<file path="config.mk">
export PLATFORM = sky130hd
export DESIGN_NAME = delayed_action_timer_table
export DESIGN_NICKNAME = d
export VERILOG_FILES = /design/src/sv/datt_pkg.sv /design/src/sv/datt_cell.sv /design/src/sv/datt_head.sv /design/src/sv/delayed_action_timer_table.sv
export SDC_FILE = /design/constraint.sdc
export NUM_CORES = 1
export LEC_CHECK = 0
export BUFFER_PORTS_ARGS = -buffer_cell sky130_fd_sc_hd__buf_2
export CAP_MARGIN = 15
export CORE_MARGIN = 3
export CORE_UTILIZATION = 40
export CTS_BUF_LIST = sky130_fd_sc_hd__clkbuf_4
export DETAILED_ROUTE_END_ITERATION = 10
export GPL_TIMING_DRIVEN = 0
export PLACE_DENSITY = 0.55
export SYNTH_ARGS = -nofsm -noshare
export SYNTH_HDL_FRONTEND = slang
export SYNTH_SLANG_ARGS = --single-unit
</file>
<file path="constraint.sdc">
create_clock -name clk -period 47.4 [get_ports clk]
set_input_delay 11.85 -clock clk [delete_from_list [all_inputs] [get_ports clk]]
set_output_delay 11.85 -clock clk [all_outputs]
set_load 0.05 [all_outputs]
</file>
<file path="src/sv/datt_pkg.sv">
package datt_pkg;

    typedef enum logic [2:0] {
        KIND_START_DAEMON = 3'd0,
        KIND_KILL         = 3'd1,
        KIND_START_FUSE   = 3'd2,
        KIND_LENGTHEN     = 3'd3,
        KIND_RUN_DAEMONS  = 3'd4,
        KIND_RUN_FUSES    = 3'd5
    } kind_t;

    localparam logic [1:0] ST_OK       = 2'd0;
    localparam logic [1:0] ST_FULL     = 2'd1;
    localparam logic [1:0] ST_NOTFOUND = 2'd2;
    localparam logic [1:0] ST_NONE     = 2'd3;

    localparam logic signed [15:0] DAEMON_TIME = -16'sd1;

    // Most entries that may fire in one run command.
    localparam int MAX_RESULTS = 32;

    // One slot's contents as it travels around the ring.
    typedef struct packed {
        logic [1:0]         phase;
        logic [7:0]         action;
        logic [31:0]        argument;
        logic signed [15:0] stime;
    } slot_t;

    // Command broadcast from the controller to the head cell.
    typedef struct packed {
        logic               act;
        logic [2:0]         kind;
        logic [7:0]         action_id;
        logic [31:0]        action_arg;
        logic [1:0]         phase;
        logic signed [15:0] turns;
        logic               done;
    } cmd_t;

    // What the head cell reports for the slot it processed this cycle.
    typedef struct packed {
        logic        hit;
        logic        fired;
        logic [7:0]  fired_id;
        logic [31:0] fired_arg;
    } rep_t;

endpackage

</file>
<file path="src/sv/datt_cell.sv">
// One storage cell of the ring: holds a slot and hands it to its neighbor
// whenever the ring rotates.
module datt_cell
    import datt_pkg::*;
(
    input  logic  clk,
    input  logic  rst_n,
    input  logic  shift,
    input  slot_t slot_in,
    output slot_t slot_out
);

    logic [1:0] phase_reg;
    logic [7:0] action_reg;
    logic [31:0] argument_reg;
    logic signed [15:0] stime_reg;

    always_ff @(posedge clk or negedge rst_n)
    begin
        if (!rst_n)
        begin
            phase_reg <= 2'd0;
        end
        else if (shift)
        begin
            phase_reg <= slot_in.phase;
        end
    end

    always_ff @(posedge clk)
    begin
        if (shift)
        begin
            action_reg   <= slot_in.action;
            argument_reg <= slot_in.argument;
            stime_reg    <= slot_in.stime;
        end
    end

    assign slot_out = '{phase: phase_reg, action: action_reg,
                        argument: argument_reg, stime: stime_reg};

endmodule

</file>
<file path="src/sv/datt_head.sv">
// Head of the ring: applies the current command to the slot that leaves the
// last cell and returns the updated slot to the first cell.
module datt_head
    import datt_pkg::*;
(
    input  cmd_t  cmd,
    input  slot_t slot_in,
    output slot_t slot_out,
    output rep_t  rep
);

    logic               used;
    logic signed [16:0] sum;
    logic signed [15:0] dec;

    always_comb
    begin
        used     = (slot_in.phase != 2'd0);
        sum      = 17'(slot_in.stime) + 17'(cmd.turns);
        dec      = slot_in.stime - 16'sd1;
        slot_out = slot_in;
        rep      = '0;
        if (cmd.act)
        begin
            case (cmd.kind)
                KIND_START_DAEMON, KIND_START_FUSE:
                begin
                    if (!cmd.done && !used)
                    begin
                        rep.hit = 1'b1;
                        slot_out.phase    = cmd.phase;
                        slot_out.action   = cmd.action_id;
                        slot_out.argument = cmd.action_arg;
                        slot_out.stime    = (cmd.kind == KIND_START_DAEMON)
                                            ? DAEMON_TIME : cmd.turns;
                    end
                end
                KIND_KILL:
                begin
                    if (!cmd.done && used && slot_in.action == cmd.action_id)
                    begin
                        rep.hit = 1'b1;
                        slot_out.phase = 2'd0;
                    end
                end
                KIND_LENGTHEN:
                begin
                    if (!cmd.done && used && slot_in.action == cmd.action_id)
                    begin
                        rep.hit = 1'b1;
                        if (sum > 17'sd32767)
                            slot_out.stime = 16'sd32767;
                        else if (sum < -17'sd32768)
                            slot_out.stime = -16'sd32768;
                        else
                            slot_out.stime = sum[15:0];
                    end
                end
                KIND_RUN_DAEMONS:
                begin
                    if (!cmd.done && used && slot_in.phase == cmd.phase
                        && slot_in.stime == DAEMON_TIME)
                    begin
                        rep.fired = 1'b1;
                    end
                end
                KIND_RUN_FUSES:
                begin
                    if (!cmd.done && used && slot_in.phase == cmd.phase
                        && slot_in.stime > 16'sd0)
                    begin
                        slot_out.stime = dec;
                        if (dec == 16'sd0)
                        begin
                            slot_out.phase = 2'd0;
                            rep.fired = 1'b1;
                        end
                    end
                end
                default:
                begin
                end
            endcase
        end
        rep.fired_id  = slot_in.action;
        rep.fired_arg = slot_in.argument;
    end

endmodule

</file>
<file path="src/sv/delayed_action_timer_table.sv">
// Channel | Direction | Payload (lowest bit first)
// s_axis  | in        | tdata: action_id[7:0], action_arg[39:8], phase[41:40],
//         |           |        turns[57:42], zero fill to 64; tuser: kind
// m_axis  | out       | tdata: fired_id[7:0], fired_arg[39:8]; tuser: status;
//         |           | tlast: last
//
// Every command rotates the whole ring of SLOTS cells once, one slot per
// cycle while the ring is not stalled. A command passes through an idle
// state that takes it, the rotation through all SLOTS cells and a final
// state that issues the final result; no new command is taken until idle.
// Reset empties every slot at once through the phase flip-flops.
// A new fired result that meets a pending result and a stalled, full output
// holds the rotation; the ring then waits and nothing is lost.
module delayed_action_timer_table
    import datt_pkg::*;
#(
    parameter int SLOTS = 32
)
(
    input  logic        clk,
    input  logic        rst_n,
    input  logic        s_axis_tvalid,
    output logic        s_axis_tready,
    input  logic [63:0] s_axis_tdata,   // action_id, action_arg, phase, turns
    input  logic [2:0]  s_axis_tuser,   // kind
    output logic        m_axis_tvalid,
    input  logic        m_axis_tready,
    output logic [39:0] m_axis_tdata,   // fired_id, fired_arg
    output logic [1:0]  m_axis_tuser,   // status
    output logic        m_axis_tlast
);

    localparam int CW = $clog2(SLOTS + 1);

    typedef enum logic [1:0] { S_IDLE, S_SCAN, S_FINAL } state_t;

    state_t  state_reg;
    cmd_t    cmd_reg;
    logic [CW-1:0] count_reg;
    logic    any_reg;      // a result was produced (fired or hit)
    logic [5:0] nfire_reg; // entries fired so far by the current run command

    // Pending fired result, held back until the next one arrives so that
    // tlast can be set on the final one.
    logic        pend_reg;
    logic [7:0]  pend_id_reg;
    logic [31:0] pend_arg_reg;

    logic        ovalid_reg;
    logic [1:0]  ostat_reg;
    logic [7:0]  oid_reg;
    logic [31:0] oarg_reg;
    logic        olast_reg;

    slot_t ring [SLOTS];
    slot_t head_out;
    rep_t  rep;
    cmd_t  cmd_eff;
    logic  out_free;
    logic  shift;
    logic  out_load;

    assign out_free = !ovalid_reg || m_axis_tready;
    // A fire while a pending result cannot be pushed stalls the ring.
    assign shift = (state_reg == S_SCAN) && !(rep.fired && pend_reg && !out_free);
    // The output register takes a new result this cycle.
    assign out_load = (shift && rep.fired && pend_reg)
                      || (state_reg == S_FINAL && out_free);

    always_comb
    begin
        cmd_eff     = cmd_reg;
        cmd_eff.act = (state_reg == S_SCAN);
    end

    datt_head u_head (
        .cmd      (cmd_eff),
        .slot_in  (ring[SLOTS-1]),
        .slot_out (head_out),
        .rep      (rep)
    );

    genvar g;
    generate
        for (g = 0; g < SLOTS; g++)
        begin : g_cell
            if (g == 0)
            begin : g_first
                datt_cell u_cell (.clk(clk), .rst_n(rst_n), .shift(shift),
                                  .slot_in(head_out), .slot_out(ring[g]));
            end
            else
            begin : g_rest
                datt_cell u_cell (.clk(clk), .rst_n(rst_n), .shift(shift),
                                  .slot_in(ring[g-1]), .slot_out(ring[g]));
            end
        end
    endgenerate

    assign s_axis_tready = (state_reg == S_IDLE);

    always_ff @(posedge clk or negedge rst_n)
    begin
        if (!rst_n)
        begin
            state_reg    <= S_IDLE;
            cmd_reg      <= '0;
            count_reg    <= '0;
            any_reg      <= 1'b0;
            nfire_reg    <= 6'd0;
            pend_reg     <= 1'b0;
            pend_id_reg  <= 8'd0;
            pend_arg_reg <= 32'd0;
            ovalid_reg   <= 1'b0;
            ostat_reg    <= ST_OK;
            oid_reg      <= 8'd0;
            oarg_reg     <= 32'd0;
            olast_reg    <= 1'b0;
        end
        else
        begin
            ovalid_reg <= out_load || (ovalid_reg && !m_axis_tready);
            case (state_reg)
                S_IDLE:
                begin
                    if (s_axis_tvalid)
                    begin
                        cmd_reg.kind       <= s_axis_tuser;
                        cmd_reg.action_id  <= s_axis_tdata[7:0];
                        cmd_reg.action_arg <= s_axis_tdata[39:8];
                        cmd_reg.phase      <= s_axis_tdata[41:40];
                        cmd_reg.turns      <= s_axis_tdata[57:42];
                        cmd_reg.done       <= 1'b0;
                        count_reg <= '0;
                        any_reg   <= 1'b0;
                        nfire_reg <= 6'd0;
                        pend_reg  <= 1'b0;
                        state_reg <= S_SCAN;
                    end
                end
                S_SCAN:
                begin
                    if (shift)
                    begin
                        if (rep.hit)
                        begin
                            cmd_reg.done <= 1'b1;
                            any_reg <= 1'b1;
                        end
                        if (rep.fired)
                        begin
                            any_reg   <= 1'b1;
                            nfire_reg <= nfire_reg + 6'd1;
                            // Once the result cap is reached the rest of the
                            // ring passes untouched.
                            if (nfire_reg == 6'(MAX_RESULTS - 1))
                                cmd_reg.done <= 1'b1;
                            if (pend_reg)
                            begin
                                ostat_reg  <= ST_OK;
                                oid_reg    <= pend_id_reg;
                                oarg_reg   <= pend_arg_reg;
                                olast_reg  <= 1'b0;
                            end
                            pend_reg     <= 1'b1;
                            pend_id_reg  <= rep.fired_id;
                            pend_arg_reg <= rep.fired_arg;
                        end
                        if (count_reg == CW'(SLOTS - 1))
                            state_reg <= S_FINAL;
                        count_reg <= count_reg + 1'b1;
                    end
                end
                S_FINAL:
                begin
                    if (out_free)
                    begin
                        olast_reg  <= 1'b1;
                        state_reg  <= S_IDLE;
                        if (pend_reg)
                        begin
                            ostat_reg <= ST_OK;
                            oid_reg   <= pend_id_reg;
                            oarg_reg  <= pend_arg_reg;
                        end
                        else
                        begin
                            oid_reg  <= 8'd0;
                            oarg_reg <= 32'd0;
                            if (cmd_reg.kind == KIND_START_DAEMON
                                || cmd_reg.kind == KIND_START_FUSE)
                                ostat_reg <= any_reg ? ST_OK : ST_FULL;
                            else if (cmd_reg.kind == KIND_KILL
                                     || cmd_reg.kind == KIND_LENGTHEN)
                                ostat_reg <= any_reg ? ST_OK : ST_NOTFOUND;
                            else
                                ostat_reg <= ST_NONE;
                        end
                    end
                end
                default:
                begin
                    state_reg <= S_IDLE;
                end
            endcase
        end
    end

    assign m_axis_tvalid = ovalid_reg;
    assign m_axis_tdata  = {oarg_reg, oid_reg};
    assign m_axis_tuser  = ostat_reg;
    assign m_axis_tlast  = olast_reg;

    // A held result must not change while the consumer stalls.
    assert property (@(posedge clk) disable iff (!rst_n)
        ovalid_reg && !m_axis_tready |=> ovalid_reg && $stable(oid_reg))
        else $error("output changed under stall");

    // Only one command in flight: input is never taken during a scan.
    assert property (@(posedge clk) disable iff (!rst_n)
        state_reg == S_SCAN |-> !s_axis_tready)
        else $error("input accepted during scan");

    // A first-match command hits at most once per rotation.
    assert property (@(posedge clk) disable iff (!rst_n)
        cmd_reg.done && state_reg == S_SCAN |-> !rep.hit)
        else $error("second hit in one command");

endmodule

</file>
After elaboration in Yosys (flattened, before gate mapping)
Cells that the tools add are included.
{"block": "classes", "add_sub_neg": 4, "n_lt_le_gt_ge": 3, "eq_ne": 19, "n_mux": 73, "reduce_logical": 39}
{"operator": "2-to-1 mux 32 bit", "count": 5}
{"operator": "2-to-1 mux 58 bit", "count": 2}
{"operator": "2-to-1 mux 16 bit", "count": 5}
{"operator": "case mux 32 bit (2 select lines)", "count": 1}
{"operator": "case mux 16 bit (3 select lines)", "count": 1}
{"operator": "2-to-1 mux 40 bit", "count": 1}
{"operator": "2-to-1 mux 8 bit", "count": 5}
{"operator": "2-to-1 mux 2 bit", "count": 16}
{"operator": "2-to-1 mux 6 bit", "count": 4}
{"operator": "case mux 6 bit (2 select lines)", "count": 2}
{"operator": "2-to-1 mux 1 bit", "count": 21}
{"operator": "adder 16 x 16 -> 17 bit", "count": 1}
{"operator": "> comparator 17 x 16 -> 1 bit, second input constant", "count": 1}
{"operator": "less-than comparator 17 x 16 -> 1 bit, second input constant", "count": 1}
{"operator": "== test 16 x 1 -> 1 bit, second input constant", "count": 1}
{"operator": "> comparator 16 x 1 -> 1 bit, second input constant", "count": 1}
{"operator": "zero test 16 bit", "count": 1}
{"operator": "case mux 8 bit (2 select lines)", "count": 1}
{"operator": "subtractor 16 x 2 -> 16 bit, second input constant", "count": 1}
{"operator": "logical AND 1 bit", "count": 13}
{"operator": "adder 6 x 1 -> 6 bit, second input constant", "count": 2}
{"operator": "== test 6 x 5 -> 1 bit, second input constant", "count": 2}
{"operator": "case mux 1 bit (2 select lines)", "count": 6}
{"operator": "case mux 2 bit (3 select lines)", "count": 2}
{"operator": "other kinds (21)", "count": 42}
{"block": "word_totals", "reg_bits": 2018, "input_bits": 71, "output_inout_bits": 45, "elab_cells": 284}

Logic depth before layout (Yosys ltp)
Gate-level depths: netlist (run 1).
{"block": "depth", "ltp_word": 15, "mapped_depth": 13, "ltp_nobuf": 11}

Cells and area by module
Synthesis (run 1) repeated with hierarchy kept, for this count alone.
{"block": "unflattened", "cells_unflattened": 2911, "hier_area_um2": 65959.5}
{"mod": "datt_cell", "n_inst": 32, "cells_each": 60, "area_each_um2": 1754.2, "seq_area_each_um2": 1731.7}
{"mod": "delayed_action_timer_table", "n_inst": 1, "cells_each": 421, "area_each_um2": 6518.8, "seq_area_each_um2": 4053.9}
{"mod": "datt_head", "n_inst": 1, "cells_each": 570, "area_each_um2": 3306.9, "seq_area_each_um2": 0.0}

Least setup slack after synthesis (run 1)
OpenSTA, ideal clock, no wires.
{"block": "synth_timing", "path_kind": "input to register", "startpoint": "in m_axis_tready", "endpoint": "reg state_reg[1]", "setup_time_ps": 174, "arrival_time_ps": 32975, "t_required_ps": 47226, "setup_slack_ps": 14251, "cell_stages": 7, "n_path_buf": 2, "path_cell_list": "nand2b_1 > nor2_1 > a21o_1 > buf_6 > buf_6 > inv_2 > a2bb2o_1"}
{"block": "synth_between", "elab_chain_cells": 7, "elab_cells_between_ends": 8, "cone_classes": "eq/ne (2); reduce/logical (6)"}
{"element": "start, declared", "line": "delayed_action_timer_table.sv:27", "source": "input logic m_axis_tready,"}
{"element": "logical OR 1 bit", "line": "delayed_action_timer_table.sv:63", "source": "assign out_free = !ovalid_reg || m_axis_tready;"}
{"element": "zero test 1 bit", "line": "delayed_action_timer_table.sv:65", "source": "assign shift = (state_reg == S_SCAN) && !(rep.fired && pend_reg && !out_free);"}
{"element": "logical AND 1 bit", "line": "delayed_action_timer_table.sv:65"}
{"element": "zero test 1 bit", "line": "delayed_action_timer_table.sv:65"}
{"element": "logical AND 1 bit", "line": "delayed_action_timer_table.sv:65"}
{"element": "via g_cell[0].g_first.u_cell.shift", "line": "datt_cell.sv:8", "source": "input logic shift,"}
{"element": "!= test 2 x 1 -> 1 bit (no source line)"}
{"element": "AND reduction 4 bit (no source line)"}
{"element": "end signal, assigned", "line": "delayed_action_timer_table.sv:106", "source": "state_reg <= S_IDLE;"}
{"element": "end signal, assigned", "line": "delayed_action_timer_table.sv:138", "source": "state_reg <= S_SCAN;"}
{"element": "end signal, assigned", "line": "delayed_action_timer_table.sv:170", "source": "state_reg <= S_FINAL;"}
{"element": "end, declared", "line": "delayed_action_timer_table.sv:37", "source": "state_t state_reg;"}
The timed path passes the listed nets, and every way through them passes these cells.
A chain may end at the register's enable or synchronous reset.

Final worst setup path (run 1)
{"block": "layout_timing", "startpoint": "reg state_reg[0]", "endpoint": "out s_axis_tready"}
{"block": "layout_between", "elab_chain_cells": 1}
{"element": "zero test 2 bit", "line": "delayed_action_timer_table.sv:100", "source": "assign s_axis_tready = (state_reg == S_IDLE);"}
{"element": "end, declared", "line": "delayed_action_timer_table.sv:23", "source": "output logic s_axis_tready,"}
Every way passes these cells.

==> reports/qor.yml, run 1 <==
status:
  status: "complete, no violations"
global_route:
  track_usage_pct: 13.3
  grt_pass1_vias: 29106
  grt_antenna_before_repair: 8
  grt_max_degree: 147
  grt_pass1_wl_um: 171000
  overflow: 0
die:
  row_count: 148
  die_area_sq_um: 169000
  fp.dieW_um: 411
  core_area_sq_um: 163000
  initial_utilization_pct: 40.3
  die_h_um: 411
  ios: 116
placement:
  place_area_sq_um: 69400
  hpwl_um: 62600
  dp_slack_ns: 31.85
  io_buffers: 109
  gp_congestion: 0.833
sta:
  fmax_mhz: 68.7
  finalSetupTns_ns: 0
  skew_ns: 0.0954
  setup_viol: 0
  timing_hold_violations_final: 0
  slew_viol_final: 0
  slew_headroom_pct: 26.6
  fin_ws_ns: 32.84
  grt_setup_unrepaired: "false"
  finalCritPeriodShare_pct: 30.7
  fin_crit_ns: 14.56
  worstMarginPinSlew_ns: 1.10
synthesis:
  async_reset_ff_share_pct: 11.2
  synthFlopType: "edfxtp_1"
  yosysWarnings: 0
  synth.ff_latch_count: 2018
  synthCells: 3011
  synth_seq_area_share_pct: 90.5
  synth_nets: 3105
  ys_types: 76
  netlist_area_sq_um: 65700
  synth_edf_count: 1792
  synth.avg_cell_area_sq_um: 21.8
finish:
  design_area_sq_um: 76100
  drive_gt1_share_pct: 27.5
  layout_common_cells: "edfxtp_1 (1792), clkbuf_4 (793), nand2_1 (325), dfrtp_1 (226), buf_2 (126)"
  largest_reg_flops: 992
  final_nets: 3769
  nFillCells: 13864
  syn_to_final_growth_pct: 15.9
  final_common_cell: "edfxtp_1"
  final_util_pct: 46.7
clocking:
  cts_max_level: 6
  holdBufCountCts: 0
  cts_resized: 0
  cts.clk_slew.worst_paths_ns: 0.06
  cts_root_buf: "clkbuf_4"
  cts_setup_buffers: 0
  clock_latency_ns: 1.25
  cts_sinks: 2018
  cts_made_buffers: 536
  cts_tree: "done"
  cts_max_path_buffers: 4
power_and_ir_drop:
  p_sw_share_pct: 25.4
  pwr-share-comb_pct: 11.8
  finalPower_uw: 5620
  p_switching_uw: 1430
  vdd_drop_max_uv: 39.9
  pwr-share-clk_pct: 26.6
  seqPwrFrac_pct: 61.6
  p_leak_uw: 0.0288
  cell_internal_pwr_uw: 4200
  power.density_nw_per_um2: 73.9
worst_setup_path:
  worstPathArrival_ns: 2.71
  cp_cell_sequence: "nor2_1 -> buf_2"
  worst_setup_path_end_kind: "output pin"
  path_class: "reg -> out"
  critPathTopFamily: "simple AND/OR/NAND/NOR gates"
  slowest_stage: "nor2_1"
  path_buf_inv: 1
  worstPathMaxFanout: 7
  crit_required_ns: 35.55
  critical_path.max_stage_delay_ns: 0.66
  critPathLaunchType: "flip-flop"
drt:
  dr.first_iter.drc_count: 2622
  detail_route.wl_per_cell_um: 18.0
  drt_wl_total_um: 112000
  ant_nets: 0
  vias_per_cell: 4.70
  drt_first_pass_iters: 5
  drcViolationCount: 0
  vias: 29226
worst_hold_path:
  min_path_type: "reg -> reg"
job:
  cap_viol_max_count: 0
[final cells by class]
| type | count | area [sq um] | area share [%] |
|---|---|---|---|
| repair buffers | 126 | 1000 | 1.31 |
| diodes | 7 | 17.5 | 0.0230 |
| clock buffers | 793 | 5950 | 7.82 |
| inverters | 23 | 93.8 | 0.123 |
| multi-input cells | 892 | 5720 | 7.51 |
| plain buffers | 78 | 419 | 0.550 |
| well taps | 2175 | 2720 | 3.57 |
| flip-flops and latches | 2018 | 59500 | 78.1 |
| clock inverters | 110 | 751 | 0.986 |
[metrics by stage]
step,hold slack [ns],std cells
after global placement,0.401,5295
after global routing,0.347,6220
final,0.352,6222
after detailed placement,0.405,5312
after CTS,0.348,6215
after floorplan,0.400,3011
[routing by layer]
metal  up-vias  global-route usage (%)  routed length [um]
li1      13352                       -                   -
met1     14736                    20.0               54500
met2       901                    16.6               45400
met3       237                    5.31                9100
met4         0                    6.28                3260
met5         -                       0                   0
[cells by family (layout without fill, tap and decap cells)]
logic type / Yosys count / in the layout / synth area share (%)
xor gates and xnor gates: 28 / 28 / 0.373
and+or+nand+nor: 499 / 499 / 3.39
DFF: 2018 / 2018 / 90.5
buffers and inverters: 101 / 1130 / 0.769
AOI/OAI and AO/OA: 233 / 233 / 2.56
adders and majority gates: 25 / 25 / 0.480
muxes: 107 / 107 / 1.90
other: 0 / 7 / 0
[power groups by stage]
stage	clock (uW)	combinational [uW]	sequential, uW
after floorplan	0	452	3790
after global placement	0	629	4080
after detailed placement	0	671	3490
after CTS	1580	673	3480
after global routing	1670	733	3560
final	1500	665	3460
[path summary, 6_finish.rpt]
kind / startpoint / end / slack, ns / depth (start not counted)
worst max-delay path: state_reg[0] / s_axis_tready / 32.84 / 2
max in group asynchronous: rst_n / g_cell[21].g_rest.u_cell.phase_reg[0] / 35.58 / 3
min in group asynchronous: rst_n / oarg_reg[13] / 10.46 / 1
worst min register to register: g_cell[22].g_rest.u_cell.stime_reg[2] / g_cell[23].g_rest.u_cell.stime_reg[2] / 0.35 / 0
worst min-delay path: g_cell[22].g_rest.u_cell.stime_reg[2] / g_cell[23].g_rest.u_cell.stime_reg[2] / 0.35 / 0
worst max register to register: g_cell[31].g_rest.u_cell.stime_reg[8] / g_cell[14].g_rest.u_cell.stime_reg[7] / 41.94 / 13
[synth_stat cells (all sizes together), types with 4 or more instances]
library cell	count	area, sq um
or2	4	25.0
xnor2	11	96.3
a31oi	10	62.6
or3	5	31.3
a32oi	5	43.8
clkbuf	35	131
mux2i	5	50.1
inv	23	86.3
a21boi	4	30.0
o21ai	55	275
nand4	9	71.3
dfrtp	226	5660
ha	22	275
o31ai	5	51.3
o211ai	11	82.6
nor3	22	115
o32ai	4	35.0
nor2b	8	50.1
nand2b	13	81.3
nand3b	14	105
a32o	40	400
a21o	9	67.6
nor3b	5	37.5
o22ai	7	43.8
buf	43	288
a22oi	7	52.6
nand2	325	1220
xor2	17	149
edfxtp	1792	53800
and3	7	43.8
a21oi	37	189
nor2	50	188
o21a	6	45.0
nand3	18	90.1
mux2	102	1200
nor4	8	80.1
Note: power is estimated with default switching activity, not from simulation.
==> run 2: changes to the inputs <==
--- a/config.mk
+++ b/config.mk
@@ -12,7 +12,7 @@
 export CTS_BUF_LIST = sky130_fd_sc_hd__clkbuf_4
 export DETAILED_ROUTE_END_ITERATION = 10
 export GPL_TIMING_DRIVEN = 0
-export PLACE_DENSITY = 0.55
+export PLACE_DENSITY = 0.57
 export SYNTH_ARGS = -nofsm -noshare
 export SYNTH_HDL_FRONTEND = slang
 export SYNTH_SLANG_ARGS = --single-unit
==> constraint.sdc (replaced) <==
create_clock -name clk -period 13.3 [get_ports clk]
set_input_delay 3.325 -clock clk [delete_from_list [all_inputs] [get_ports clk]]
set_output_delay 3.325 -clock clk [all_outputs]
set_load 0.05 [all_outputs]
==> run 2 against run 1 <==
Net effect: clock power increased to 3.5 times the previous value; clock skew rose by 0.018 ns; first-iteration DRC count is 8.6% higher; critical endpoint is now g_cell[10].g_rest.u_cell.argument_reg[19]; register-to-register slack worse by 35 ns; sequential cell count is the same; sequential share of layout area increased by 0.27 points; global-route usage barely moved; critical path depth rose by 8.
==> reports/qor.yml, run 2 (synthesized netlist as in run 1, its figures left out) <==
sta:
  grt_setup_unrepaired: "false"
  fin_crit_ns: 6.09
  setup_viol: 0  # unchanged
  fmax_mhz: 164
  finalCritPeriodShare_pct: 45.8
  timing_hold_violations_final: 0  # unchanged
  fin_ws_ns: 7.21  # -25.63 ns
  finalSetupTns_ns: 0  # unchanged
  skew_ns: 0.114  # +0.0182 ns
  slew_viol_final: 0  # unchanged
  slew_headroom_pct: 24.3  # -2.3 points
  worstMarginPinSlew_ns: 1.14  # +0.0352 ns
worst_setup_path:
  worstPathMaxFanout: 224  # +217
  ff2ff_path_depth: 14  # +1
  slowest_stage: "buf_16"
  cp_cell_sequence: "buf_2 -> nand2b_1 -> nor2_1 -> a21o_1 -> buf_6 -> buf_6 -> inv_16 -> buf_16 -> buf_16 -> buf_16"
  path_class: "in -> reg"
  worstPathArrival_ns: 6.89  # +4.18 ns
  worst_setup_path_end_kind: "flip-flop"
  critical_path.max_stage_delay_ns: 0.75  # +0.09 ns
  reg2reg_slack_ns: 7.31  # -34.63 ns
  crit_required_ns: 14.10  # -21.45 ns
  critPathLaunchType: "input port"
  crit_top_cell: "buf_16"
power_and_ir_drop:
  cell_internal_pwr_uw: 14900  # +250%
  vdd_drop_max_uv: 190  # +370%
  finalPower_uw: 20000  # +260%
  pwr-share-clk_pct: 26.3  # -0.3 points
  p_sw_share_pct: 25.5  # +0.17 points
  power.density_nw_per_um2: 263  # +260%
  seqPwrFrac_pct: 61.9  # +0.3 points
  pwr-share-comb_pct: 11.8  # about the same
  p_leak_uw: 0.0287  # -0.42%
  p_switching_uw: 5100  # +260%
placement:
  io_buffers: 109  # unchanged
  dp_slack_ns: 5.97  # -25.88 ns
  dp.cells: 5307  # -0.094%
  hpwl_um: 62200  # -0.63%
  gp_congestion: 0.838  # +0.55%
drt:
  wl_met1_um: 54600  # +0.24%
  drcViolationCount: 0  # unchanged
  drt_wl_total_um: 113000  # +0.39%
  met2_length_um: 45700  # +0.79%
  vias_per_cell: 4.71  # +0.26%
  met3_length_um: 9330  # +2.4%
  ant_nets: 0  # unchanged
  drt_first_pass_iters: 5  # unchanged
  routed.top_layer: "met5"
  detail_route.wl_per_cell_um: 18.2  # +0.65%
  dr.first_iter.drc_count: 2848  # +8.6%
  vias: 29228  # +0.0068%
clocking:
  cts_max_level: 6  # unchanged
  cts_root_buf: "clkbuf_4"
  cts_setup_buffers: 0  # unchanged
  cts_max_path_buffers: 4  # unchanged
  cts_resized: 0  # unchanged
  cts_sinks: 2018  # unchanged
  cts_tree: "done"
  cts_made_buffers: 534  # -0.37%
  clock_latency_ns: 1.24  # about the same
  holdBufCountCts: 0  # unchanged
  cts.clk_slew.worst_paths_ns: 0.06  # about the same
global_route:
  grt_max_degree: 225  # +53%
  grt_pass1_vias: 29419  # +1.1%
  grt_antenna_before_repair: 8  # unchanged
  grt_pass1_wl_um: 172000  # +0.67%
  overflow: 0  # unchanged
  track_usage_pct: 13.4  # +0.039 points
finish:
  drive_gt1_share_pct: 27.4  # -0.051 points
  final_nets: 3763  # -0.16%
  final_common_cell: "edfxtp_1"
  layout_common_cells: "edfxtp_1 (1792), clkbuf_4 (795), nand2_1 (325), dfrtp_1 (226), buf_2 (125)"
  syn_to_final_growth_pct: 15.5
  layoutNonFillerInstCount: 6206  # -0.26%
  largest_reg_flops: 992  # unchanged
die:
  row_count: 148  # unchanged
  die_h_um: 411  # unchanged
  die_area_sq_um: 169000  # unchanged
  core_area_sq_um: 163000  # unchanged
  initial_utilization_pct: 40.3  # unchanged
  fp.dieW_um: 411  # unchanged
  ios: 116  # unchanged
worst_hold_path:
  worstHoldPathCells: 0  # unchanged
  min_path_type: "reg -> reg"
status:
  status: "complete, no violations"
job:
  cap_viol_max_count: 0  # unchanged
run 2: cell count changes in the layout (fill, tap and decap cells not counted), sizes merged:
cell and delta:
buf -5, bufinv -4, clkbuf +2, clkinv -10, clkinvlp -1, diode +2
run 2: stage by stage:
| stage | util [%] | instance area, sq um | hold WS, ns |
|---|---|---|---|
| final | 46.6 | 75900 | 0.340 |
| after global routing | 46.6 | 75900 | 0.357 |
| after CTS | 46.5 | 75900 | 0.345 |
| after detailed placement | 42.5 | 69300 | 0.405 |
| after global placement | 42.3 | 69000 | 0.401 |
| after floorplan | - | 65700 | 0.400 |
run 2: final timing paths:
| kind | startpoint | end |
|---|---|---|
| setup / recovery | m_axis_tready | g_cell[10].g_rest.u_cell.argument_reg[19] |
| hold / removal | g_cell[14].g_rest.u_cell.stime_reg[4] | g_cell[15].g_rest.u_cell.stime_reg[4] |
| hold reg to reg | g_cell[14].g_rest.u_cell.stime_reg[4] | g_cell[15].g_rest.u_cell.stime_reg[4] |
| max in group asynchronous | rst_n | cmd_eff[5] |
| setup reg to reg | g_cell[31].g_rest.u_cell.stime_reg[1] | g_cell[10].g_rest.u_cell.argument_reg[19] |
| min in group asynchronous | rst_n | oarg_reg[15] |
run 2: power groups by stage:
stage                     Clock, uW  Sequential, uW  Combinational, uW
after global placement            0           13200               2250
final                          5250           12400               2360
after CTS                      5520           12400               2380
after detailed placement          0           12500               2360
after global routing           5870           12700               2610
after floorplan                   0           12500               1610
run 2: layout make-up:
class / instances / area (sq um)
tap: 2175 / 2720
buffer: 78 / 419
multi-input combinational: 892 / 5720
sequential: 2018 / 59500
timing repair buffer: 122 / 881
antenna: 9 / 22.5
clock inverter: 95 / 587
clock buffer: 794 / 5960
fill: 13954 / 87100
inverter: 23 / 103
run 2: worst max-delay path: cells and delay by family:
family / cells / cell delay, ns
buf+inv: 7 / 2.46
simple gates: 2 / 0.38
compound gates: 1 / 0.26
run 2: per-layer routing:
layer	vias to the layer above	track usage (%)
met1	14821	20.2
li1	13335	-
met2	852	16.8
met4	2	5.93
met5	-	0
met3	218	5.33
